`src/design/ffbpg_pkg.sv`:
```
// ----------------------------------------------------------------------------
// ffbpg_pkg
// Types and fixed constants of the burst pulse generator.
// ----------------------------------------------------------------------------
`timescale 1ns / 1ps

package ffbpg_pkg;

    // Field widths
    localparam int REQ_W   = 3;
    localparam int WORD_W  = 32;
    localparam int HALF_W  = 16;
    localparam int CYC_W   = 33;
    localparam int LEVEL_W = 3;
    localparam int S_DATA_W = 40;   // word + enable, padded to bytes
    localparam int M_DATA_W = 8;
    localparam int APB_W   = 32;
    localparam int ADDR_W  = 3;

    // Request codes
    localparam logic [REQ_W-1:0] REQ_TICK   = 3'd0;
    localparam logic [REQ_W-1:0] REQ_PUSH   = 3'd1;
    localparam logic [REQ_W-1:0] REQ_ENABLE = 3'd2;
    localparam logic [REQ_W-1:0] REQ_CLEAR  = 3'd3;
    localparam logic [REQ_W-1:0] REQ_REINIT = 3'd4;

    // Register map (index is paddr[2])
    localparam logic REG_HALF_PERIOD = 1'b0;

    // Half period: reset value and shortest usable value
    localparam logic [HALF_W-1:0] HALF_RESET = 16'd25;
    localparam logic [HALF_W-1:0] HALF_MIN   = 16'd2;

    // Queue control, one action per word at most
    typedef struct packed {
        logic push;
        logic pop;
        logic clear;
    } fifo_ctrl_t;

endpackage

```
`src/design/ffbpg_fifo.sv`:
```
// ----------------------------------------------------------------------------
// ffbpg_fifo
// Small circular queue of burst words with head read-out and fill count.
// ----------------------------------------------------------------------------
`timescale 1ns / 1ps

module ffbpg_fifo #(
    parameter int QUEUE_DEPTH = 4
) (
    input  logic                                  clk,
    input  logic                                  rst_n,
    input  ffbpg_pkg::fifo_ctrl_t                 ctrl,
    input  logic [ffbpg_pkg::WORD_W-1:0]          wr_data,
    output logic [ffbpg_pkg::WORD_W-1:0]          head,
    output logic [$clog2(QUEUE_DEPTH+1)-1:0]      count,
    output logic [$clog2(QUEUE_DEPTH+1)-1:0]      count_next
);
    import ffbpg_pkg::*;

    localparam int PTR_W = (QUEUE_DEPTH > 1) ? $clog2(QUEUE_DEPTH) : 1;
    localparam int CNT_W = $clog2(QUEUE_DEPTH+1);
    localparam logic [PTR_W-1:0] PTR_LAST = PTR_W'(QUEUE_DEPTH-1);

    logic [WORD_W-1:0] store_reg [QUEUE_DEPTH];
    logic [PTR_W-1:0]  rd_ptr_reg, rd_ptr_next;
    logic [PTR_W-1:0]  wr_ptr_reg, wr_ptr_next;
    logic [CNT_W-1:0]  count_reg, cnt_next;

    // Pointer and count update
    always_comb
    begin
        rd_ptr_next = rd_ptr_reg;
        wr_ptr_next = wr_ptr_reg;
        cnt_next    = count_reg;
        if (ctrl.clear)
        begin
            rd_ptr_next = '0;
            wr_ptr_next = '0;
            cnt_next    = '0;
        end
        else if (ctrl.push)
        begin
            wr_ptr_next = (wr_ptr_reg == PTR_LAST) ? '0 : wr_ptr_reg + 1'b1;
            cnt_next    = count_reg + 1'b1;
        end
        else if (ctrl.pop)
        begin
            rd_ptr_next = (rd_ptr_reg == PTR_LAST) ? '0 : rd_ptr_reg + 1'b1;
            cnt_next    = count_reg - 1'b1;
        end
    end

    always_ff @(posedge clk or negedge rst_n)
    begin
        if (!rst_n)
        begin
            rd_ptr_reg <= '0;
            wr_ptr_reg <= '0;
            count_reg  <= '0;
        end
        else
        begin
            rd_ptr_reg <= rd_ptr_next;
            wr_ptr_reg <= wr_ptr_next;
            count_reg  <= cnt_next;
        end
    end

    // Word storage, no reset
    always_ff @(posedge clk)
    begin
        if (ctrl.push && !ctrl.clear)
            store_reg[wr_ptr_reg] <= wr_data;
    end

    assign head       = store_reg[rd_ptr_reg];
    assign count      = count_reg;
    assign count_next = cnt_next;

endmodule

```
`src/design/fifo_fed_burst_pulse_generator.sv`:
```
// The status word of an accepted input word appears on m_tdata in the next cycle.
// Throughput: one word per cycle while m_tready is high; the output register refills as it drains.
// The widest arithmetic is the tick update: a 33-bit burst count load/decrement.
// Reset (rst_n low, asynchronous): queue empty, no burst, pin low, disabled,
// half period back to 25 ticks, output empty.
// ----------------------------------------------------------------------------
// fifo_fed_burst_pulse_generator
// Square-wave burst generator fed from a word queue, with APB half period.
// ----------------------------------------------------------------------------
`timescale 1ns / 1ps

module fifo_fed_burst_pulse_generator #(
    parameter int QUEUE_DEPTH = 4
) (
    input  logic                                clk,
    input  logic                                rst_n,
    // APB configuration
    input  logic                                psel,
    input  logic                                penable,
    input  logic                                pwrite,
    input  logic [ffbpg_pkg::ADDR_W-1:0]        paddr,
    input  logic [ffbpg_pkg::APB_W-1:0]         pwdata,
    output logic [ffbpg_pkg::APB_W-1:0]         prdata,
    output logic                                pready,
    // Request stream
    input  logic                                s_tvalid,
    output logic                                s_tready,
    // [31:0] push_word, [32] enable_value, [39:33] zero
    input  logic [ffbpg_pkg::S_DATA_W-1:0]      s_tdata,
    // [2:0] req_type
    input  logic [ffbpg_pkg::REQ_W-1:0]         s_tuser,
    // Status stream
    output logic                                m_tvalid,
    input  logic                                m_tready,
    // [0] pin_level, [1] pin_edge, [2] push_accepted, [3] fifo_full,
    // [6:4] fifo_level, [7] burst_active
    output logic [ffbpg_pkg::M_DATA_W-1:0]      m_tdata
);
    import ffbpg_pkg::*;

    localparam int CNT_W = $clog2(QUEUE_DEPTH+1);
    localparam logic [CNT_W-1:0] CNT_FULL = CNT_W'(QUEUE_DEPTH);

    // Configuration
    logic [HALF_W-1:0] half_reg;
    logic [HALF_W-1:0] half_eff;
    logic              cfg_wr;

    // Pulse state
    logic [CYC_W-1:0]  cyc_reg, cyc_next;
    logic [HALF_W-1:0] cd_reg, cd_next;
    logic              level_reg, level_next;
    logic              run_en_reg, run_en_next;

    // Tick temporaries
    logic [CYC_W-1:0]  cyc_load;
    logic [HALF_W-1:0] cd_cur;
    logic              accepted;

    // Queue interface
    fifo_ctrl_t        fifo_ctrl;
    logic [WORD_W-1:0] fifo_head;
    logic [CNT_W-1:0]  q_level;
    logic [CNT_W-1:0]  q_level_next;

    // Stream side
    logic              accept;
    logic              m_tvalid_reg;
    logic [M_DATA_W-1:0] m_tdata_reg, m_tdata_next;
    logic [REQ_W-1:0]  req;
    logic [WORD_W-1:0] word_in;
    logic              en_in;

    // APB register
    assign pready = 1'b1;
    assign cfg_wr = psel && penable && pwrite && pready && (paddr[2] == REG_HALF_PERIOD);
    assign prdata = (paddr[2] == REG_HALF_PERIOD) ? APB_W'(half_reg) : '0;

    always_ff @(posedge clk or negedge rst_n)
    begin
        if (!rst_n)
            half_reg <= HALF_RESET;
        else if (cfg_wr)
            half_reg <= pwdata[HALF_W-1:0];
    end

    assign half_eff = (half_reg < HALF_MIN) ? HALF_MIN : half_reg;

    // Handshake: take a word whenever the output slot is free or draining
    assign s_tready = !m_tvalid_reg || m_tready;
    assign accept   = s_tvalid && s_tready;

    assign req     = s_tuser;
    assign word_in = s_tdata[WORD_W-1:0];
    assign en_in   = s_tdata[WORD_W];

    // Word queue
    ffbpg_fifo #(
        .QUEUE_DEPTH (QUEUE_DEPTH)
    ) u_fifo (
        .clk        (clk),
        .rst_n      (rst_n),
        .ctrl       (fifo_ctrl),
        .wr_data    (word_in),
        .head       (fifo_head),
        .count      (q_level),
        .count_next (q_level_next)
    );

    // Request decode and pulse state update
    always_comb
    begin
        cyc_next    = cyc_reg;
        cd_next     = cd_reg;
        level_next  = level_reg;
        run_en_next = run_en_reg;
        fifo_ctrl   = '0;
        accepted    = 1'b0;
        cyc_load    = cyc_reg;
        cd_cur      = cd_reg;
        if (accept)
        begin
            case (req)
                REQ_TICK:
                begin
                    if (run_en_reg && ((cyc_reg != '0) || (q_level != '0)))
                    begin
                        // idle with a word waiting: pop it, edge is due now
                        if (cyc_reg == '0)
                        begin
                            fifo_ctrl.pop = 1'b1;
                            cyc_load      = {1'b0, fifo_head} + 1'b1;
                            cd_cur        = '0;
                        end
                        if (cd_cur > 16'd1)
                        begin
                            cd_next  = cd_cur - 1'b1;
                            cyc_next = cyc_load;
                        end
                        else
                        begin
                            cd_next    = (cd_cur == '0) ? half_eff - 1'b1 : half_eff;
                            level_next = !level_reg;
                            // a falling edge closes one cycle
                            cyc_next   = (!level_next && (cyc_load != '0))
                                         ? cyc_load - 1'b1 : cyc_load;
                        end
                    end
                end
                REQ_PUSH:
                begin
                    if (q_level < CNT_FULL)
                    begin
                        fifo_ctrl.push = 1'b1;
                        accepted       = 1'b1;
                    end
                end
                REQ_ENABLE:
                begin
                    run_en_next = en_in;
                    if (!en_in)
                    begin
                        cyc_next        = '0;
                        level_next      = 1'b0;
                        fifo_ctrl.clear = 1'b1;
                    end
                end
                REQ_CLEAR:
                begin
                    fifo_ctrl.clear = 1'b1;
                end
                REQ_REINIT:
                begin
                    cyc_next        = '0;
                    level_next      = 1'b0;
                    cd_next         = half_eff;
                    fifo_ctrl.clear = 1'b1;
                end
                default:
                begin
                    // unused codes only report status
                end
            endcase
        end
    end

    // Status word for this request
    always_comb
    begin
        m_tdata_next[0]   = level_next;
        m_tdata_next[1]   = level_next != level_reg;
        m_tdata_next[2]   = accepted;
        m_tdata_next[3]   = q_level_next >= CNT_FULL;
        m_tdata_next[6:4] = LEVEL_W'(q_level_next);
        m_tdata_next[7]   = cyc_next != '0;
    end

    // State registers
    always_ff @(posedge clk or negedge rst_n)
    begin
        if (!rst_n)
        begin
            cyc_reg    <= '0;
            cd_reg     <= '0;
            level_reg  <= 1'b0;
            run_en_reg <= 1'b0;
        end
        else
        begin
            cyc_reg    <= cyc_next;
            cd_reg     <= cd_next;
            level_reg  <= level_next;
            run_en_reg <= run_en_next;
        end
    end

    // Output register
    always_ff @(posedge clk or negedge rst_n)
    begin
        if (!rst_n)
            m_tvalid_reg <= 1'b0;
        else if (accept)
            m_tvalid_reg <= 1'b1;
        else if (m_tready)
            m_tvalid_reg <= 1'b0;
    end

    always_ff @(posedge clk)
    begin
        if (accept)
            m_tdata_reg <= m_tdata_next;
    end

    assign m_tvalid = m_tvalid_reg;
    assign m_tdata  = m_tdata_reg;

endmodule

```
`config.mk`:
```
export PLATFORM = sky130hd
export DESIGN_NAME = fifo_fed_burst_pulse_generator
export DESIGN_NICKNAME = d
export VERILOG_FILES = /design/src/design/ffbpg_pkg.sv /design/src/design/ffbpg_fifo.sv /design/src/design/fifo_fed_burst_pulse_generator.sv
export SDC_FILE = /design/constraint.sdc
export NUM_CORES = 1
export LEC_CHECK = 0
export CORE_ASPECT_RATIO = 1.2
export CORE_MARGIN = 4
export CORE_UTILIZATION = 66
export CTS_BUF_LIST = sky130_fd_sc_hd__clkbuf_4 sky130_fd_sc_hd__clkbuf_8
export DETAILED_ROUTE_END_ITERATION = 6
export DONT_BUFFER_PORTS = 1
export PLACE_DENSITY = 0.87
export SLEW_MARGIN = 40
export SYNTH_ARGS = -nofsm -noshare
export SYNTH_HDL_FRONTEND = slang
export SYNTH_HIERARCHICAL = 1
export SYNTH_SLANG_ARGS = --single-unit
```
`constraint.sdc`:
```
create_clock -name clk -period 9.83 [get_ports clk]
set_input_delay 0.983 -clock clk [delete_from_list [all_inputs] [get_ports clk]]
set_output_delay 0.983 -clock clk [all_outputs]
set_load 0.02 [all_outputs]
```
[Yosys cells after proc, flatten, opt, wreduce, memory -nomap -nowiden]
Memory sizes are Yosys's and may differ from the RTL's.
Index checks and enable logic that the tools add are counted.
Word-level totals
  input port bits: 85
  output and inout bits: 43
  bits in registers: 83
  memories: 1
  memory bits (writable): 128
  bits in latches: 0
  ROM bits: 0
  logic and storage cells: 107
Memories
  u_fifo.store_reg: depth 4, bits a word 32, read ports 1, clocked after memory_dff 0, write ports 1, RTL line ffbpg_fifo.sv:24  | logic [WORD_W-1:0] store_reg [QUEUE_DEPTH];
Cells by class
  order comparisons: 4
  shift-type cells: 0
  add/sub/neg operators: 8
  reduce and logical (&&, ||, !) cells: 27
  divide/modulo/power cells: 0
  bitwise operators: 1
  mux-type cells: 47
  equal/unequal tests: 9
  multiply operators: 0
Operators with widths (number)
  $mux 33: 9
  $mux 16: 9
  $pmux 33 s3: 1
  $reduce_bool 33->1: 3
  $add 32x1->33 const B: 1
  $logic_not 33->1: 1
  $sub 33x1->33 const B: 1
  $pmux 16 s2: 1
  $sub 16x1->16 const B: 2
  $gt 16x1->1 const B: 1
  $logic_not 16->1: 1
  $lt 16x2->1 const B: 1
  $mux 1: 14
  $mux 2: 7
  $mux 3: 4
  $reduce_bool 2->1: 4
  $logic_and 1x1->1: 7
  $eq 3x2->1 const B: 2
  $add 2x1->2 const B: 2
  $eq 2x2->1 const B: 2
  $ne 2x2->1 const B: 2
  $reduce_and 2->1: 2
  $add 3x1->3 const B: 1
  $eq 3x1->1 const B: 1
  14 further kinds: 17

[Longest topological paths before layout]
  word-level depth: 14
  gate-level depth with buffers: 20
  mapped depth without buffers: 16

[By module]
The synthesis kept the hierarchy.
By module, submodules not included
  fifo_fed_burst_pulse_generator: sequential area each 1945.6 um^2, cells each 865, area an instance 6835.3 um^2, times used 1
  ffbpg_fifo: sequential area each 4018.9 um^2, cells each 215, area an instance 5123.7 um^2, times used 1

[Worst setup path after synthesis]
Ideal clock, no wire load.
  path type: flip-flop to flip-flop
  start point: reg cyc_reg[7]
  end point: reg m_tdata_reg[7], in the netlist m_tdata[7], data pin
  arrival: 4.670 ns
  stages on the path, launching flop included: 20
  period minus slack after synthesis: 4.944 ns
  path buffers: 6
  slack: 4.886 ns
  cells stage by stage: dfrtp_1 > nor4_1 > nand4_1 > or4_4 > clkbuf_1 > clkbuf_1 > clkbuf_1 > clkbuf_1 > nand2_1 > ha_1 > clkbuf_1 > o22a_1 > and2_1 > nand2b_1 > clkbuf_1 > or4_1 > a32o_1 > or3_1 > nor4_2 > nand4_1
On the way
  longest elaborated chain between the ends: 13
Ends and longest elaborated chain
  start: declaration: RTL line fifo_fed_burst_pulse_generator.sv:50  | logic [CYC_W-1:0] cyc_reg, cyc_next;
  start signal: assignment: RTL line fifo_fed_burst_pulse_generator.sv:210  | cyc_reg <= cyc_next;
  parallel branches: the longest is 9 deep, another holds $sub 33x1->33
  $mux 33 (*): RTL line fifo_fed_burst_pulse_generator.sv:126  | if (run_en_reg && ((cyc_reg != '0) || (q_level != '0)))
  $pmux 33 s3 (*): RTL line fifo_fed_burst_pulse_generator.sv:123  | case (req)
  $mux 33 (*): RTL line fifo_fed_burst_pulse_generator.sv:121  | if (accept)
  named net cyc_next[28]: RTL line fifo_fed_burst_pulse_generator.sv:50
  $reduce_bool 33->1 (*): RTL line fifo_fed_burst_pulse_generator.sv:195  | m_tdata_next[7] = cyc_next != '0;
  named net m_tdata_next[7]: RTL line fifo_fed_burst_pulse_generator.sv:69  | logic [M_DATA_W-1:0] m_tdata_reg, m_tdata_next;
  end signal: assignment: RTL line fifo_fed_burst_pulse_generator.sv:231  | m_tdata_reg <= m_tdata_next;
  end: declaration: RTL line fifo_fed_burst_pulse_generator.sv:69
Mark *: on every way through the listed nets, which the timed path passes. The select of a mux whose other input is x is not followed.
A chain may end at the register's enable or synchronous reset.

[Final worst setup path]
  start point: reg u_fifo.rd_ptr_reg[0]
  end point: reg m_tdata_reg[7], in the netlist m_tdata[7], data pin
On the way
  longest elaborated chain between the ends: 14
Ends and longest elaborated chain
  start: declaration: RTL line ffbpg_fifo.sv:25  | logic [PTR_W-1:0] rd_ptr_reg, rd_ptr_next;
  start signal: assignment: RTL line ffbpg_fifo.sv:63  | rd_ptr_reg <= rd_ptr_next;
  $mem_v2 4x32 (*)
  named net fifo_head[7]: RTL line fifo_fed_burst_pulse_generator.sv:62  | logic [WORD_W-1:0] fifo_head;
  $add 32x1->33 (*): RTL line fifo_fed_burst_pulse_generator.sv:132  | cyc_load = {1'b0, fifo_head} + 1'b1;
  $mux 33 (*): RTL line fifo_fed_burst_pulse_generator.sv:129  | if (cyc_reg == '0)
  $mux 33 (*): RTL line fifo_fed_burst_pulse_generator.sv:126
  $mux 33 (*): RTL line fifo_fed_burst_pulse_generator.sv:123
  $mux 33 (*): RTL line fifo_fed_burst_pulse_generator.sv:121
  parallel branches: the longest is 3 deep, another holds $sub 33x1->33
  $mux 33 (*): RTL line fifo_fed_burst_pulse_generator.sv:135  | if (cd_cur > 16'd1)
  $mux 33 (*): RTL line fifo_fed_burst_pulse_generator.sv:126
  $pmux 33 s3 (*): RTL line fifo_fed_burst_pulse_generator.sv:123
  $mux 33 (*): RTL line fifo_fed_burst_pulse_generator.sv:121
  $reduce_bool 33->1 (*): RTL line fifo_fed_burst_pulse_generator.sv:195
  named net m_tdata_next[7]: RTL line fifo_fed_burst_pulse_generator.sv:69
Marks and branches as above.

==> results.cfg <==
[timing]
slew_violations = 0
hold_viol_final = 0
relSlewSlack = 0.405
setup_viol = 0
worstMarginPinSlew_ns = 0.878
skew_ns = 0.0342
rsz0062_at_grt = no
fin_tns_setup_ns = 0
period_share = 0.633
max_freq_ghz = 0.161
period_needed_ns = 6.22

[die]
die_h_um = 155
rows = 53
initial_core_util = 0.678
ios = 128
die_area_mm2 = 0.0203
die_w_um = 131
core_area_mm2 = 0.0176

[synth]
netlist_instances = 1080
synth_seq_cells = 211
syn-cell-area_mm2 = 0.0120
netlist.top_cell.by_area = edfxtp_1
synthTopCellsByArea = edfxtp_1 34%, dfrtp_1 15%, mux4_2 5.3%, nand2_1 3.1%, nor2_1 2.6%
synth_edf_count = 136
yosysWarnings = 6
synth_top_area_share = 0.341
ys.flop_type = edfxtp_1
post_synth_num_cell_types = 91
seq_area_frac_synth = 0.499
avgSynthCellArea_um2 = 11.1
async_flop_share = 0.355

[clock_tree]
clock_sinks = 211
ctsHoldBuffers = 0
post_cts_buffers = 0
clock_latency_ns = 0.54
cts_tree = built
clockRootBuffer = clkbuf_8
cts.path.max_buffers = 3
clkTransAtPathRegs_ns = 0.07
cts_buffers = 34
h-tree-depth = 2
cts_resized = 0

[global_route]
grtUsageTotal = 0.285
gr-total-overflow = 0
grt_pass1_vias = 8642
antenna_found_initial = 0
grt_pass1_wl_um = 46000
grt_max_degree = 76

[detailed_routing]
wirelength_um = 28700
drt_iter0_drc = 1059
vias_per_cell = 6.89
via_count = 9031
wire_per_inst_um = 21.9
ant_nets = 0
drt_pre_antenna_iters = 5
drc = 0

[worst_setup_path]
critPathLaunchType = flip-flop
worst_ep_required_time_ns = 10.07
critical_path_arrival_ns = 6.47
cp_max_fo = 20
critPathKind = reg2reg
critPathCaptureType = flip-flop

[outcome]
outcome = finished clean

[place]
port_buffers = 0
gp_congestion = 0.995
dpl.hpwl_um = 19900

[flow_run]
drv_cap = 0

[layout]
finalNetCount = 1166
drive_above_1_share = 0.130
area_growth_pct = 5.60
diodes = 0
largest_reg_flops = 128

[worst_hold_path]
min_path_type = in2async
final timing paths:
path	slack, ns	end	start	depth (start not counted)
setup / recovery	3.61	m_tdata[7]$_DFFE_PP_	u_fifo/rd_ptr_reg[0]$_DFFE_PN0P_	14
hold / removal	0.14	cyc_reg[0]$_DFF_PN0_	rst_n	0
setup reg to reg	3.61	m_tdata[7]$_DFFE_PP_	u_fifo/rd_ptr_reg[0]$_DFFE_PN0P_	14
hold reg to reg	0.52	run_en_reg$_DFFE_PN0P_	run_en_reg$_DFFE_PN0P_	1
max in group asynchronous	9.45	half_reg[3]$_DFFE_PN1P_	rst_n	0
min in group clk	0.52	run_en_reg$_DFFE_PN0P_	run_en_reg$_DFFE_PN0P_	1
critical path, cell delays in order (launching register included):
cell and delay [ns]:
dfrtp_2 0.74, buf_4 0.42, mux4_2 0.46, nand4_4 0.20
nor4_1 0.74, nand2_1 0.23, o31ai_1 0.32, a31o_1 0.20
nand4_1 0.46, nor3_4 0.87, nor3_1 0.13, a211oi_1 0.27
o2111ai_1 0.22, nor4b_1 0.45, nand4_1 0.20
cell usage in the layout (no fill, tap or decap), types with 30 or more instances in the layout:
cell        n
a21oi_1    37
edfxtp_1  136
nor3_1     43
dfrtp_1    71
clkbuf_8   39
nand3_1    42
nor2_1     82
o21ai_0    54
nor4_1     30
nand2_1    98
cell usage after synthesis, types with 11 or more instances:
master and number:
nor4_1 31, xor2_1 27, nor2b_1 19, mux2_2 19
dfrtp_1 72, inv_1 25, o21ai_0 54, a21oi_1 37
o22ai_1 12, nand4_1 15, nand3_1 42, and2_1 14
mux4_2 28, nand2b_1 12, clkbuf_1 36, xnor2_1 25
mux2i_1 11, nand2_1 98, nor2_1 82, buf_4 19
ha_1 13, nor3_1 43, edfxtp_1 136
cell type report:
type	count	area, um^2
Timing Repair Buffer	12	90.1
Inverter	25	93.8
Tap cell	220	275
Clock buffer	46	589
Sequential cell	211	5970
Multi-Input combinational cell	784	5530
Fill cell	1166	5010
Clock inverter	12	88.8
logic make-up (layout without fill, tap and decap cells):
| group | after synthesis | after routing | synth area share |
|---|---|---|---|
| AO/OA/AOI/OAI | 218 | 218 | 0.130 |
| XOR/XNOR | 52 | 52 | 0.0381 |
| adder cells (fa/ha/maj) | 13 | 13 | 0.0136 |
| buffers and inverters | 100 | 95 | 0.0455 |
| flip-flops | 211 | 211 | 0.499 |
| multiplexers | 62 | 62 | 0.0886 |
| other | 2 | 17 | 0.000628 |
| AND/OR/NAND/NOR | 422 | 422 | 0.184 |
per-layer routing:
metal  part of all wire  wire [um]  track usage
met5                  0          0            0
met3              0.087       2490       0.0656
met2               0.50      14400        0.475
met1               0.37      10600        0.358
met4              0.042       1190        0.116
stage by stage:
stage          hold WS, ns  area [um^2]  instances  utilization  setup slack (ns)
2_1_floorplan        0.470        12000       1095            -              4.89
3_3_place_gp         0.502        11900       1251        0.676              3.82
3_5_place_dp         0.513        11900       1251        0.677              3.71
4_1_cts              0.131        12600       1309        0.715              3.70
5_1_grt              0.124        12600       1310        0.716              3.32
6_report             0.141        12600       1310        0.716              3.61
Power is left out: the tool's default activity adds up to more than one toggle a clock period on the data nets, which glitch-free logic cannot reach.
